**src/rtl/tsc_pkg.sv**
```systemverilog
// Shared constants, widths and payload types for the Taylor sine/cosine unit.
// No dependencies; every other file in the block but tsc_cdiv refers to this package.
`timescale 1ns / 1ps

package tsc_pkg;

  localparam int ANGLE_W = 32;
  localparam int OUT_W   = 18;

  localparam int PI_W     = 34;
  localparam int TWO_PI_W = 35;
  localparam logic [PI_W-1:0]     PI_Q32     = 34'd13493037705;
  localparam logic [TWO_PI_W-1:0] TWO_PI_Q32 = 35'd26986075409;

  localparam int WFRAC  = 24;
  localparam int Q_DROP = 32 - WFRAC;
  localparam logic [63:0] RND_HALF = 64'd1 << (WFRAC - 1);

  localparam int A_W  = PI_W - Q_DROP;
  localparam int A2_W = 28;
  localparam int A3_W = 29;
  localparam int A4_W = 31;
  localparam int A5_W = 33;
  localparam int A6_W = 34;
  localparam int A7_W = 36;

  localparam int DIV3 = 6;
  localparam int DIV4 = 24;
  localparam int DIV5 = 120;
  localparam int DIV6 = 720;
  localparam int DIV7 = 5040;

  localparam int SUM_W   = 30;
  localparam int OUT_RND = 128;
  localparam int OUT_SHR = 8;

  localparam logic signed [OUT_W-1:0] OUT_MAX = 18'sh1FFFF;
  localparam logic signed [OUT_W-1:0] OUT_MIN = 18'sh20000;

  typedef struct packed {
    logic           neg;
    logic [A_W-1:0] mag;
  } tsc_arg_t;

  typedef struct packed {
    logic            neg;
    logic [A_W-1:0]  a;
    logic [A2_W-1:0] a2;
    logic [A3_W-1:0] a3;
    logic [A4_W-1:0] a4;
    logic [A5_W-1:0] a5;
    logic [A6_W-1:0] a6;
    logic [A7_W-1:0] a7;
  } tsc_pow_t;

  typedef struct packed {
    logic signed [OUT_W-1:0] sine;
    logic signed [OUT_W-1:0] cosine;
  } tsc_trig_t;

endpackage

```
**src/rtl/tsc_reduce.sv**
```systemverilog
// Angle reduction pipeline: remainder by 2*pi from a reciprocal multiply and one
// correcting subtract, then fold into [-pi, pi] and rounding of the magnitude to Q.24.
// Depends on tsc_pkg.
`timescale 1ns / 1ps

module tsc_reduce #(
  parameter int ANGLE_FRAC_BITS = 16
) (
  input  logic                                clk,
  input  logic                                rst,
  input  logic                                en,
  input  logic                                in_vld,
  input  logic signed [tsc_pkg::ANGLE_W-1:0]  angle,
  output logic                                out_vld,
  output tsc_pkg::tsc_arg_t                   out_arg
);

  localparam int AW    = tsc_pkg::ANGLE_W;
  localparam int SHIFT = AW - ANGLE_FRAC_BITS;
  localparam int RW    = tsc_pkg::TWO_PI_W;
  localparam int PW    = tsc_pkg::PI_W;
  localparam int DW    = RW + 1;
  localparam int QW    = SHIFT - 1;
  localparam int MW    = AW + QW;
  localparam int TW    = QW + RW;
  localparam logic [63:0]   RCP64    = (64'd1 << (SHIFT + AW)) / 64'(tsc_pkg::TWO_PI_Q32);
  localparam logic [QW-1:0] RCP      = RCP64[QW-1:0];
  localparam logic [DW-1:0] TWO_PI_D = DW'(tsc_pkg::TWO_PI_Q32);

  logic [AW-1:0] mag_in;
  logic [AW-1:0] mag0;
  logic [AW-1:0] mag1;
  logic [AW-1:0] mag2;
  logic          sgn0;
  logic          sgn1;
  logic          sgn2;
  logic          sgn3;
  logic          sgn4;
  logic          vld0;
  logic          vld1;
  logic          vld2;
  logic          vld3;
  logic          vld4;
  logic [MW-1:0] prod;
  logic [TW-1:0] qt_full;
  logic [DW-1:0] qt;
  logic [DW-1:0] diff;
  logic [DW-1:0] diff_sub;
  logic [RW-1:0] r_low;
  logic          gt_pi;
  logic [RW-1:0] fold_wide;
  logic [PW-1:0] fold_mag;
  logic          fold_neg;
  logic          fold_vld;
  logic [PW-1:0] rnd_sum;

  assign mag_in    = angle[AW-1] ? AW'(-angle) : AW'(angle);
  assign qt_full   = TW'(prod[MW-1:AW]) * TW'(tsc_pkg::TWO_PI_Q32);
  assign diff_sub  = diff - TWO_PI_D;
  assign gt_pi     = r_low > RW'(tsc_pkg::PI_Q32);
  assign fold_wide = gt_pi ? tsc_pkg::TWO_PI_Q32 - r_low : r_low;
  assign rnd_sum   = fold_mag + PW'(1 << (tsc_pkg::Q_DROP - 1));

  always_ff @(posedge clk) begin
    if (rst) begin
      vld0     <= 1'b0;
      vld1     <= 1'b0;
      vld2     <= 1'b0;
      vld3     <= 1'b0;
      vld4     <= 1'b0;
      fold_vld <= 1'b0;
      out_vld  <= 1'b0;
    end else if (en) begin
      vld0     <= in_vld;
      vld1     <= vld0;
      vld2     <= vld1;
      vld3     <= vld2;
      vld4     <= vld3;
      fold_vld <= vld4;
      out_vld  <= fold_vld;
    end
    if (en) begin
      mag0 <= mag_in;
      sgn0 <= angle[AW-1];

      prod <= MW'(mag0) * MW'(RCP);
      mag1 <= mag0;
      sgn1 <= sgn0;

      qt   <= qt_full[DW-1:0];
      mag2 <= mag1;
      sgn2 <= sgn1;

      diff <= DW'({mag2, {SHIFT{1'b0}}}) - qt;
      sgn3 <= sgn2;

      r_low <= (diff >= TWO_PI_D) ? diff_sub[RW-1:0] : diff[RW-1:0];
      sgn4  <= sgn3;

      fold_mag    <= fold_wide[PW-1:0];
      fold_neg    <= sgn4 ^ gt_pi;
      out_arg.neg <= fold_neg;
      out_arg.mag <= rnd_sum[PW-1:tsc_pkg::Q_DROP];
    end
  end

endmodule

```
**config.mk**
```make
export PLATFORM = sky130hd
export DESIGN_NAME = tsc_reduce
export DESIGN_NICKNAME = d
export VERILOG_FILES = /design/src/rtl/tsc_pkg.sv /design/src/rtl/tsc_reduce.sv
export SDC_FILE = /design/constraint.sdc
export NUM_CORES = 1
export LEC_CHECK = 0
export BUFFER_PORTS_ARGS = -buffer_cell sky130_fd_sc_hd__buf_2
export CORE_MARGIN = 4
export CORE_UTILIZATION = 25
export CTS_CLUSTER_SIZE = 25
export DETAILED_ROUTE_END_ITERATION = 16
export PLACE_DENSITY = 0.39
export SKIP_LAST_GASP = 1
export SLEW_MARGIN = 20
export SYNTH_ARGS = -nofsm -noshare
export SYNTH_HDL_FRONTEND = slang
export SYNTH_SLANG_ARGS = --single-unit
```
**constraint.sdc**
```tcl
create_clock -name clk -period 12.3 [get_ports clk]
set_input_delay 1.845 -clock clk [delete_from_list [all_inputs] [get_ports clk]]
set_output_delay 1.845 -clock clk [all_outputs]
set_load 0.1 [all_outputs]
```
==> results of run 1 <==
-- worst max-delay path, delay by kind of cell (launching register included) --
family | cells | cell delay [ps]
adders and majority gates | 7 | 3010
DFF | 1 | 780
buffers and inverters | 4 | 350
AOI/OAI and AO/OA | 6 | 1540
xor gates and xnor gates | 1 | 170
and+or+nand+nor | 2 | 330
-- state kept, by name, indices dropped and copies added, names as in the netlist, 14 cells and up --
signal	flops
diff	36
fold_mag	27
mag0	32
mag1	20
mag2	20
out_arg	27
prod	14
qt	36
r_low	35
-- path summary, 6_finish.rpt --
kind / startpoint / endpoint / slack (ps)
setup / recovery: prod[35]$_DFFE_PP_ / qt[33]$_DFFE_PP_ / 5820
hold / removal: sgn3$_DFFE_PP_ / sgn4$_DFFE_PP_ / 410
hold reg to reg: sgn3$_DFFE_PP_ / sgn4$_DFFE_PP_ / 410
setup reg to reg: prod[35]$_DFFE_PP_ / qt[33]$_DFFE_PP_ / 5820
-- cell usage in the layout (no fill, tap or decap), types with 8 or more instances in the layout --
cell type and n:
inv_1 482, o31ai_1 17, and4_1 8, nor3_1 26
xnor2_1 142, nor4_1 9, clkbuf_16 35, mux2i_1 9
edfxtp_1 253, buf_2 62, nand4_1 18, fa_1 277
o41ai_1 8, nand2b_1 16, ha_1 283, a21oi_1 66
nor2_1 68, a211oi_1 8, o21ai_0 48, nand3_1 36
xor2_1 63, o21a_1 12, o21bai_1 11, a21o_1 39
and3_1 13, nand2_1 78
-- final cells by class --
class | count | area share, %
Sequential cell | 260 | 28.6
Multi-Input combinational cell | 1360 | 53.4
Clock inverter | 18 | 0.801
Timing Repair Buffer | 66 | 1.29
Clock buffer | 41 | 3.33
Inverter | 482 | 6.70
Tap cell | 1265 | 5.86
-- Yosys cell counts, drive strengths merged (10+ instances only) --
cell type and n:
nand2 78, xnor2 142, a21oi 66, ha 283, nand3 37, nor4 10, o21ai 53, nor3 26
nand4 18, edfxtp 253, and3 13, a21o 39, fa 277, o21a 12, clkbuf 11, xor2 63
o21bai 11, o31ai 17, nand2b 16, nor2 68, inv 482
-- routing by layer --
metal | vias to the layer above | part of all wire (%) | global-route usage, %
met3 | 53 | 3.6 | 1.92
met2 | 179 | 52 | 19.9
met5 | - | 0 | 0
met1 | 7180 | 43 | 13.4
li1 | 7203 | - | -
met4 | 0 | 1.6 | 2.35
-- cell families (layout without fill, tap and decap cells) --
kind of cell | Yosys count | in the layout
AND/OR/NAND/NOR | 321 | 321
adder cells (fa/ha/maj) | 560 | 560
multiplexers | 9 | 9
flip-flops | 260 | 260
buffers and inverters | 496 | 607
AO/OA/AOI/OAI | 265 | 265
XOR/XNOR | 205 | 205
-- per-stage QoR --
stage	utilization, %	std cells	hold WS (ps)	worst slack (ps)	instance area [µm²]
2_1_floorplan	-	2116	400	6660	24000
3_3_place_gp	27.2	3433	406	5840	25900
3_5_place_dp	27.2	3433	405	5760	25900
4_1_cts	28.4	3492	411	5740	27000
5_1_grt	28.4	3492	415	5430	27000
6_report	28.4	3492	411	5820	27000
==> results.md, run 1 <==
- Root Driver: clkbuf_16
- Seq/Total Area, Yosys: about a third
- CP Class: register to register
- CP max FO: 10
- Drt wl/cell: roughly 15 µm
- Worst Hold Path Cells: 0
- RSZ-0062 raised after global routing: false
- Mapped Cells: about 2100
- # setup viols final: 0
- Max cap viols: 0
- Core ar.: 0.0952 mm²
- IO Pins: 64
- Final hold vios: 0
- Post-route setup TNS: 0 ps
- Vias in the first global route: 16200
- Post-Syn Area per Cell: 11.4 µm²
- CTS Sinks: 260
- Hold Path Class: register to register
- Total GRT Usage: between 10 and 15%
- CP max-delay cell: edfxtp_1
- Top cells by area, synth: edfxtp_1, fa_1, ha_1
- Layout area overhead: 12.4%
- Outcome: finished clean
- Routed WL: 53.6 mm
- Post-CTS sizing: 0
- DRC viols: 0
- Max-slew headroom: between 30% and 40%
- Via count: around 15000
- Post-synth EDFFs: 253
- Hold_buf cts: 0
- Syn Std Cell Area: 0.0240 mm²
- Fmax: between 150 and 200 MHz
- Share of layout cells above drive strength 1: ~6.0%
- Post-synthesis cell type count: 70
- Final period util: between 50% and 60%
- CTS max path bufs: 3
- Depth of the worst register-to-register path: 20
- Clk_skew: 16.1 ps
- Diode count: 0
- Mux contribution to synthesized area: 0.375%
- Synth Area in Compound Gates: 7.47%
- Simple-gate share of the synthesized area: between 6 and 7%
- Synth Area in Adders: 37.8%
- Multi-input logic area: 0.0144 mm²
- Row Count: around 110
- Top cell type's share of synthesized area: 31.6%
- # fillers: 9878
- CTS clock-pin slew for the worst setup and hold paths: ~60 ps
- Clk Latency, worst-skew pair: 550 ps
- Postcts setup bufs: 0
- Post-synthesis sequential element count: 260
- TritonCTS buffer count: 34
- Synth warn: 0
- Initial Util: 25.3%
- Worst setup EP type: register
- Antenna violations before repair: 1
- Worst setup SP type: register
- Pin count of the biggest net entering global routing: 119
- WP data required: approximately 13000 ps
- Final worst path period need: roughly 6500 ps
- Initial drt markers: approximately 510
- Yosys top cell by area: edfxtp_1
- CTS tree: yes
- Post-synth top flop: edfxtp_1
- Htree depth: 2
- Vias/cell: 4.19
- Async S/R FF share, synth: 0%
- Largest family of logic cells by synthesized area: adder cells
- Post-Synth XOR/XNOR Area: 7.47%
- Grt total ovfl: 0
- CP max stage delay: 780 ps
- Fin nets: 2800
- IO buf count: 63
- Dpl hpwl: around 45 mm
- CP arrival: 6750 ps
- Post-route ant nets: 0
- Worst-Margin Slew: 1000 ps
- Slew Viols, Final: 0
- Critical-path cell list: inv_1 > ha_1 > fa_1 > inv_1 > ha_1 > inv_1 > fa_1 > fa_1 > inv_1 > fa_1 > ha_1 > and4_1 > nand3_1 > a211oi_1 > o21a_1 > a41o_1 > a31oi_1 > o21bai_1 > o31ai_1 > xnor2_1
- Die Wd: between 300 and 400 µm
- Syn_nets: between 2000 and 3000
- Die area: 0.101 mm²
- Reg area: 0.00774 mm²
- DR pass1 iterations: 5
- RePlAce Congestion: ~0.82
- First-pass GRT wire length: a little under 90 mm
- Die height: around 320 µm
Power of run 1 is left out: the tool's default activity adds up to more than one toggle a clock period on the data nets, which glitch-free logic cannot reach.
==> run 2: changes to the inputs <==
- PLACE_DENSITY: 0.39 -> 0.4
- clock period: 12.3 -> 5.9 ns (I/O delays scaled with it)
==> results.md, run 2 (synthesis gave the netlist of run 1 again) <==
- Clk Latency, worst-skew pair: 560 ps (was 550 ps)
- Worst Path Buf+Inv: 4 (unchanged)
- DRC viols: 0 (unchanged)
- # setup viols final: 0 (unchanged)
- Root Driver: clkbuf_16 (unchanged)
- R2R Setup Slk: 210 ps (was 5820 ps)
- CP max FO: 6 (was 10)
- Post-route ant nets: 0 (unchanged)
- Max-slew headroom: 38.8% (was 33.3%)
- Via count: 15100 (was 14600)
- # fillers: 9825 (was 9878)
- Final period util: 96.4% (was 52.7%)
- IO buf count: 63 (unchanged)
- Reg2reg start: prod[35]$_DFFE_PP_ (unchanged)
- Die height: 318 µm (unchanged)
- Antenna violations before repair: 0 (was 1)
- First-pass GRT wire length: 87.2 mm (was 88.0 mm)
- CTS clock-pin slew for the worst setup and hold paths: 70 ps (was 60 ps)
- TritonCTS buffer count: 35 (was 34)
- Total GRT Usage: 10.7% (was 10.9%)
- Drt wl/cell: 14.6 µm (was 15.3 µm)
- Vias/cell: 4.16 (was 4.19)
- Most common cell after layout, fill and taps aside: inv_1 (unchanged)
- Final instance area: 0.0282 mm² (was 0.0270 mm²)
- Dpl hpwl: 44.6 mm (was 44.9 mm)
- Depth of the worst register-to-register path: 18 (was 20)
- Die Wd: 318 µm (unchanged)
- WP data required: 6200 ps (was 12570 ps)
- Core ar.: 0.0952 mm² (unchanged)
- CTS Sinks: 260 (unchanged)
- CTS tree: yes (unchanged)
- Fin nets: 2942 (was 2800)
- Timing startpoint of the critical path: prod[35]$_DFFE_PP_ (unchanged)
- Htree depth: 2 (unchanged)
- CTS max path bufs: 3 (unchanged)
- Biggest regs: diff (36), qt (36), r_low (35) (unchanged)
- Pin count of the biggest net entering global routing: 114 (was 119)
- Layout area overhead: 17.3% (was 12.4%)
- CP max stage delay: 580 ps (was 780 ps)
- Final worst path period need: 5690 ps (was 6480 ps)
- RePlAce Congestion: 0.820 (was 0.816)
- Setup ws final: 215 ps (was 5820 ps)
- CP dominant cell by count: fa_1
- Final hold vios: 0 (unchanged)
- Initial drt markers: 517 (was 509)
- CP Class: register to register (unchanged)
- Setup WS pre-CTS: 3.82 ps (was 5760 ps)
- Reg-to-Reg End: qt[33]$_DFFE_PP_ (unchanged)
- Worst setup EP type: register (unchanged)
- RSZ-0062 raised after global routing: true (was false)
- WHS Endpoint: mag2[19]$_DFFE_PP_ (was sgn4$_DFFE_PP_)
- Hold Crit Start: mag1[19]$_DFFE_PP_ (was sgn3$_DFFE_PP_)
- IO Pins: 64 (unchanged)
- Hold_buf cts: 0 (unchanged)
- CP arrival: 5980 ps (was 6750 ps)
- Share of layout cells above drive strength 1: 12.8% (was 5.97%)
- Routed WL: 53.0 mm (was 53.6 mm)
- Worst setup SP type: register (unchanged)
- Die area: 0.101 mm² (unchanged)
- Hold Path Class: register to register (unchanged)
- Fmax: 176 MHz (was 154 MHz)
- Clk_skew: 24.8 ps (was 16.1 ps)
- Critical-path cell list: fa_2 > fa_1 > inv_1 > fa_1 > inv_1 > fa_1 > fa_1 > inv_1 > fa_1 > inv_1 > ha_1 > a21oi_2 > o21ai_0 > a41o_1 > a31oi_4 > o21bai_2 > o31ai_2 > xnor2_1 (was inv_1 > ha_1 > fa_1 > inv_1 > ha_1 > inv_1 > fa_1 > fa_1 > inv_1 > fa_1 > ha_1 > and4_1 > nand3_1 > a211oi_1 > o21a_1 > a41o_1 > a31oi_1 > o21bai_1 > o31ai_1 > xnor2_1)
- Vias in the first global route: 16500 (was 16200)
- DR pass1 iterations: 4 (was 5)
- Worst-Margin Slew: 919 ps (was 1000 ps)
- Slew Viols, Final: 0 (unchanged)
- Delay-heaviest family, CP: adder cells (unchanged)
- Grt total ovfl: 0 (unchanged)
- CP max-delay cell: fa_2 (was edfxtp_1)
- Worst Hold Path Cells: 0 (unchanged)
- Post-DP Area: 0.0268 mm² (was 0.0259 mm²)
- Row Count: 113 (unchanged)
- Max cap viols: 0 (unchanged)
- Commonest non-fill, non-tap cells in the layout: inv_1, ha_1, fa_1 (unchanged)
- Outcome: finished clean (unchanged)
- Initial Util: 25.3% (unchanged)
==> run 2: changes by cell type in the layout (fill, tap and decap cells not counted), moves of 4 or more <==
cell	previous run	this run
inv_1	482	471
ha_1	283	277
buf_4	3	141
clkinv_1	2	9
ha_4	0	6
bufinv_16	4	0
clkbuf_1	6	2
inv_2	0	11
==> run 2: final cells by class <==
type	count	area [µm²]	share of cell area, %
sequential	260	7740	27.5
clock buffer	37	883	3.13
inverter	482	1810	6.42
clock inverter	25	178	0.630
antenna	1	2.50	0.00888
timing repair buffer	207	1430	5.06
tap	1265	1580	5.62
multi-input combinational	1360	14600	51.7
==> run 2: how the worst max path moves through the flow <==
stage	end	slack (ps)	cells past startpoint
6_report	qt[33]$_DFFE_PP_	210	18
5_1_grt	prod[45]$_DFFE_PP_	-50	20
4_1_cts	prod[45]$_DFFE_PP_	4	20
3_5_place_dp	prod[45]$_DFFE_PP_	4	20
3_3_place_gp	prod[34]$_DFFE_PP_	50	21
2_1_floorplan	qt[33]$_DFFE_PP_	260	21
==> run 2: worst register-to-register path, stage by stage (launching register included) <==
cell and delay, ps:
edfxtp_1 550, fa_2 580, fa_1 550, inv_1 60, fa_1 530, inv_1 50, fa_1 460, fa_1 540
inv_1 50, fa_1 490, inv_1 40, ha_1 320, a21oi_2 160, o21ai_0 90, a41o_1 260, a31oi_4 220
o21bai_2 110, o31ai_2 260, xnor2_1 100
==> run 2: timing repair <==
action,CTS,global route
setup endpoints to repair,0,16
resized for setup,0,37
hold endpoints to repair,0,0
buffers inserted,0,18
==> run 2: metrics by stage <==
| step | std cells | TNS, ps | util [%] | hold slack, ps |
|---|---|---|---|---|
| global route | 3636 | -128 | 29.6 | 421 |
| global placement | 3556 | 0 | 28.2 | 404 |
| CTS | 3618 | 0 | 29.3 | 409 |
| floorplan | 2116 | 0 | - | 400 |
| finish | 3637 | 0 | 29.6 | 413 |
| detailed placement | 3556 | 0 | 28.2 | 405 |
==> run 2: routing by layer <==
| layer | routed length (µm) | global-route usage [%] | vias up |
|---|---|---|---|
| li1 | - | - | 7496 |
| met1 | 23300 | 13.3 | 7354 |
| met2 | 26800 | 19.3 | 191 |
| met3 | 1500 | 1.55 | 75 |
| met4 | 1480 | 3.31 | 0 |
| met5 | 0 | 0 | - |
Power of run 2 is left out for the same reason.
==> run 3: changes to the inputs <==
- PLACE_DENSITY: 0.4 -> 0.49
- TNS_END_PERCENT: unset -> 50
==> results.md, run 3 (synthesis gave the netlist of run 1 again) <==
- Clk Latency, worst-skew pair: 580 ps (was 560 ps)
- Pin count of the biggest net entering global routing: 159 (was 114)
- Fin nets: 2886 (was 2942)
- Fmax: 175 MHz (was 176 MHz)
- Hold_buf cts: 0 (unchanged)
- Diode count: 0 (was 1)
- Core ar.: 0.0952 mm² (unchanged)
- CP max stage delay: 540 ps (was 580 ps)
- CP arrival: 6060 ps (was 5980 ps)
- Vias/cell: 4.17 (was 4.16)
- CTS max path bufs: 3 (unchanged)
- M1 wire length: 21.9 mm (was 23.3 mm)
- Max cap viols: 0 (unchanged)
- Delay-heaviest family, CP: adder cells (unchanged)
- Final worst path period need: 5730 ps (was 5690 ps)
- IO buf count: 63 (unchanged)
- IO Pins: 64 (unchanged)
- Drt wl/cell: 13.7 µm (was 14.6 µm)
- Hold Crit Start: sgn1$_DFFE_PP_ (was mag1[19]$_DFFE_PP_)
- Clk_skew: 10.2 ps (was 24.8 ps)
- RSZ-0062 raised after global routing: true (unchanged)
- Placed instance count: 3509 (was 3556)
- Root Driver: clkbuf_16 (unchanged)
- DR pass1 iterations: 5 (was 4)
- First-pass GRT wire length: 82.0 mm (was 87.2 mm)
- Total GRT Usage: 9.80% (was 10.7%)
- Slew Viols, Final: 0 (unchanged)
- Initial Util: 25.3% (unchanged)
- Final hold vios: 0 (unchanged)
- Max-slew headroom: 38.7% (was 38.8%)
- Worst Path Buf+Inv: 5 (was 4)
- CTS clock-pin slew for the worst setup and hold paths: 70 ps (about the same)
- Routed WL: 49.2 mm (was 53.0 mm)
- Reg2reg start: prod[35]$_DFFE_PP_ (unchanged)
- CP dominant cell by count: fa_1 (unchanged)
- Worst setup SP type: register (unchanged)
- Final period util: 97.1% (was 96.4%)
- Post-route setup TNS: 0 ps (unchanged)
- Commonest non-fill, non-tap cells in the layout: inv_1, ha_1, fa_1 (unchanged)
- Die height: 318 µm (unchanged)
- Row Count: 113 (unchanged)
- CTS tree: yes (unchanged)
- RePlAce Congestion: 0.848 (was 0.820)
- Critical-path cell list: buf_4 > fa_2 > fa_1 > inv_1 > fa_1 > inv_1 > fa_1 > fa_1 > inv_1 > fa_1 > inv_1 > ha_4 > a21oi_2 > o21ai_1 > a41o_1 > a31oi_2 > o21bai_1 > o31ai_1 > xnor2_1 (was fa_2 > fa_1 > inv_1 > fa_1 > inv_1 > fa_1 > fa_1 > inv_1 > fa_1 > inv_1 > ha_1 > a21oi_2 > o21ai_0 > a41o_1 > a31oi_4 > o21bai_2 > o31ai_2 > xnor2_1)
- Layout area overhead: 15.4% (was 17.3%)
- Die area: 0.101 mm² (unchanged)
- Worst setup EP type: register (unchanged)
- Biggest regs: diff (36), qt (36), r_low (35) (unchanged)
- WHS: 418 ps (was 413 ps)
- Worst-Margin Slew: 919 ps (about the same)
- Fin util: 29.1% (was 29.6%)
- TritonCTS buffer count: 30 (was 35)
- Hold Path Class: register to register (unchanged)
- Initial drt markers: 562 (was 517)
- # setup viols final: 0 (unchanged)
- CP max FO: 6 (unchanged)
- Antenna violations before repair: 0 (unchanged)
- Die Wd: 318 µm (unchanged)
- Vias in the first global route: 16200 (was 16500)
- Top Layer Used: met4 (unchanged)
- Grt total ovfl: 0 (unchanged)
- Timing startpoint of the critical path: prod[35]$_DFFE_PP_ (unchanged)
- CTS Sinks: 260 (unchanged)
- Post-route ant nets: 0 (unchanged)
- CP Class: register to register (unchanged)
- Dpl hpwl: 41.6 mm (was 44.6 mm)
- Met2 wire len: 24.0 mm (was 26.8 mm)
- WP data required: 6230 ps (was 6200 ps)
- Most common cell after layout, fill and taps aside: inv_1 (unchanged)
- Fin cells: 3579 (was 3637)
- CP max-delay cell: fa_1 (was fa_2)
- DR WL met3: 1.67 mm (was 1.50 mm)
- Share of layout cells above drive strength 1: 10.5% (was 12.8%)
- DRC viols: 0 (unchanged)
- Via count: 14900 (was 15100)
- Htree depth: 1 (was 2)
- Outcome: finished clean (unchanged)
-- run 3: through the flow --
| stage | cell area (µm²) | setup slack [ps] |
|---|---|---|
| detailed placement | 26500 | -78.9 |
| floorplan | 24000 | 265 |
| global route | 27700 | -72.0 |
| finish | 27700 | 173 |
| global placement | 26500 | 64.3 |
| CTS | 27500 | -5.89 |
-- run 3: worst paths after layout --
kind	to	slack (ps)	cells past startpoint
max reg2reg	qt[33]$_DFFE_PP_	170	19
min reg2reg	sgn2$_DFFE_PP_	420	0
min	sgn2$_DFFE_PP_	420	0
max	qt[33]$_DFFE_PP_	170	19
-- run 3: layout make-up --
| cell class | count | area (µm²) |
|---|---|---|
| flip-flops and latches | 260 | 7740 |
| fillers | 9800 | 67400 |
| multi-input cells | 1360 | 14500 |
| repair buffers | 156 | 1040 |
| well taps | 1265 | 1580 |
| clock buffers | 38 | 781 |
| clock inverters | 18 | 220 |
| inverters | 482 | 1810 |
-- run 3: worst reg2reg max path: cells and delay by family, from the launching register on --
kind	cells	cell delay, ps
adders and majority gates	7	3340
AOI/OAI and AO/OA	6	1140
DFF	1	500
buffers and inverters	5	410
xor gates and xnor gates	1	90
-- run 3: routing by layer --
metal	vias to the layer above	track usage, %
li1	7366	-
met1	7256	12.5
met2	223	17.3
met3	76	1.41
met4	0	2.80
met5	-	0
-- run 3: what timing repair did --
item	4_1_cts	5_1_grt
setup endpoints to repair	2	19
resized for setup	2	32
buffers inserted	0	14
pin swaps	1	15
Power of run 3 is left out for the same reason.
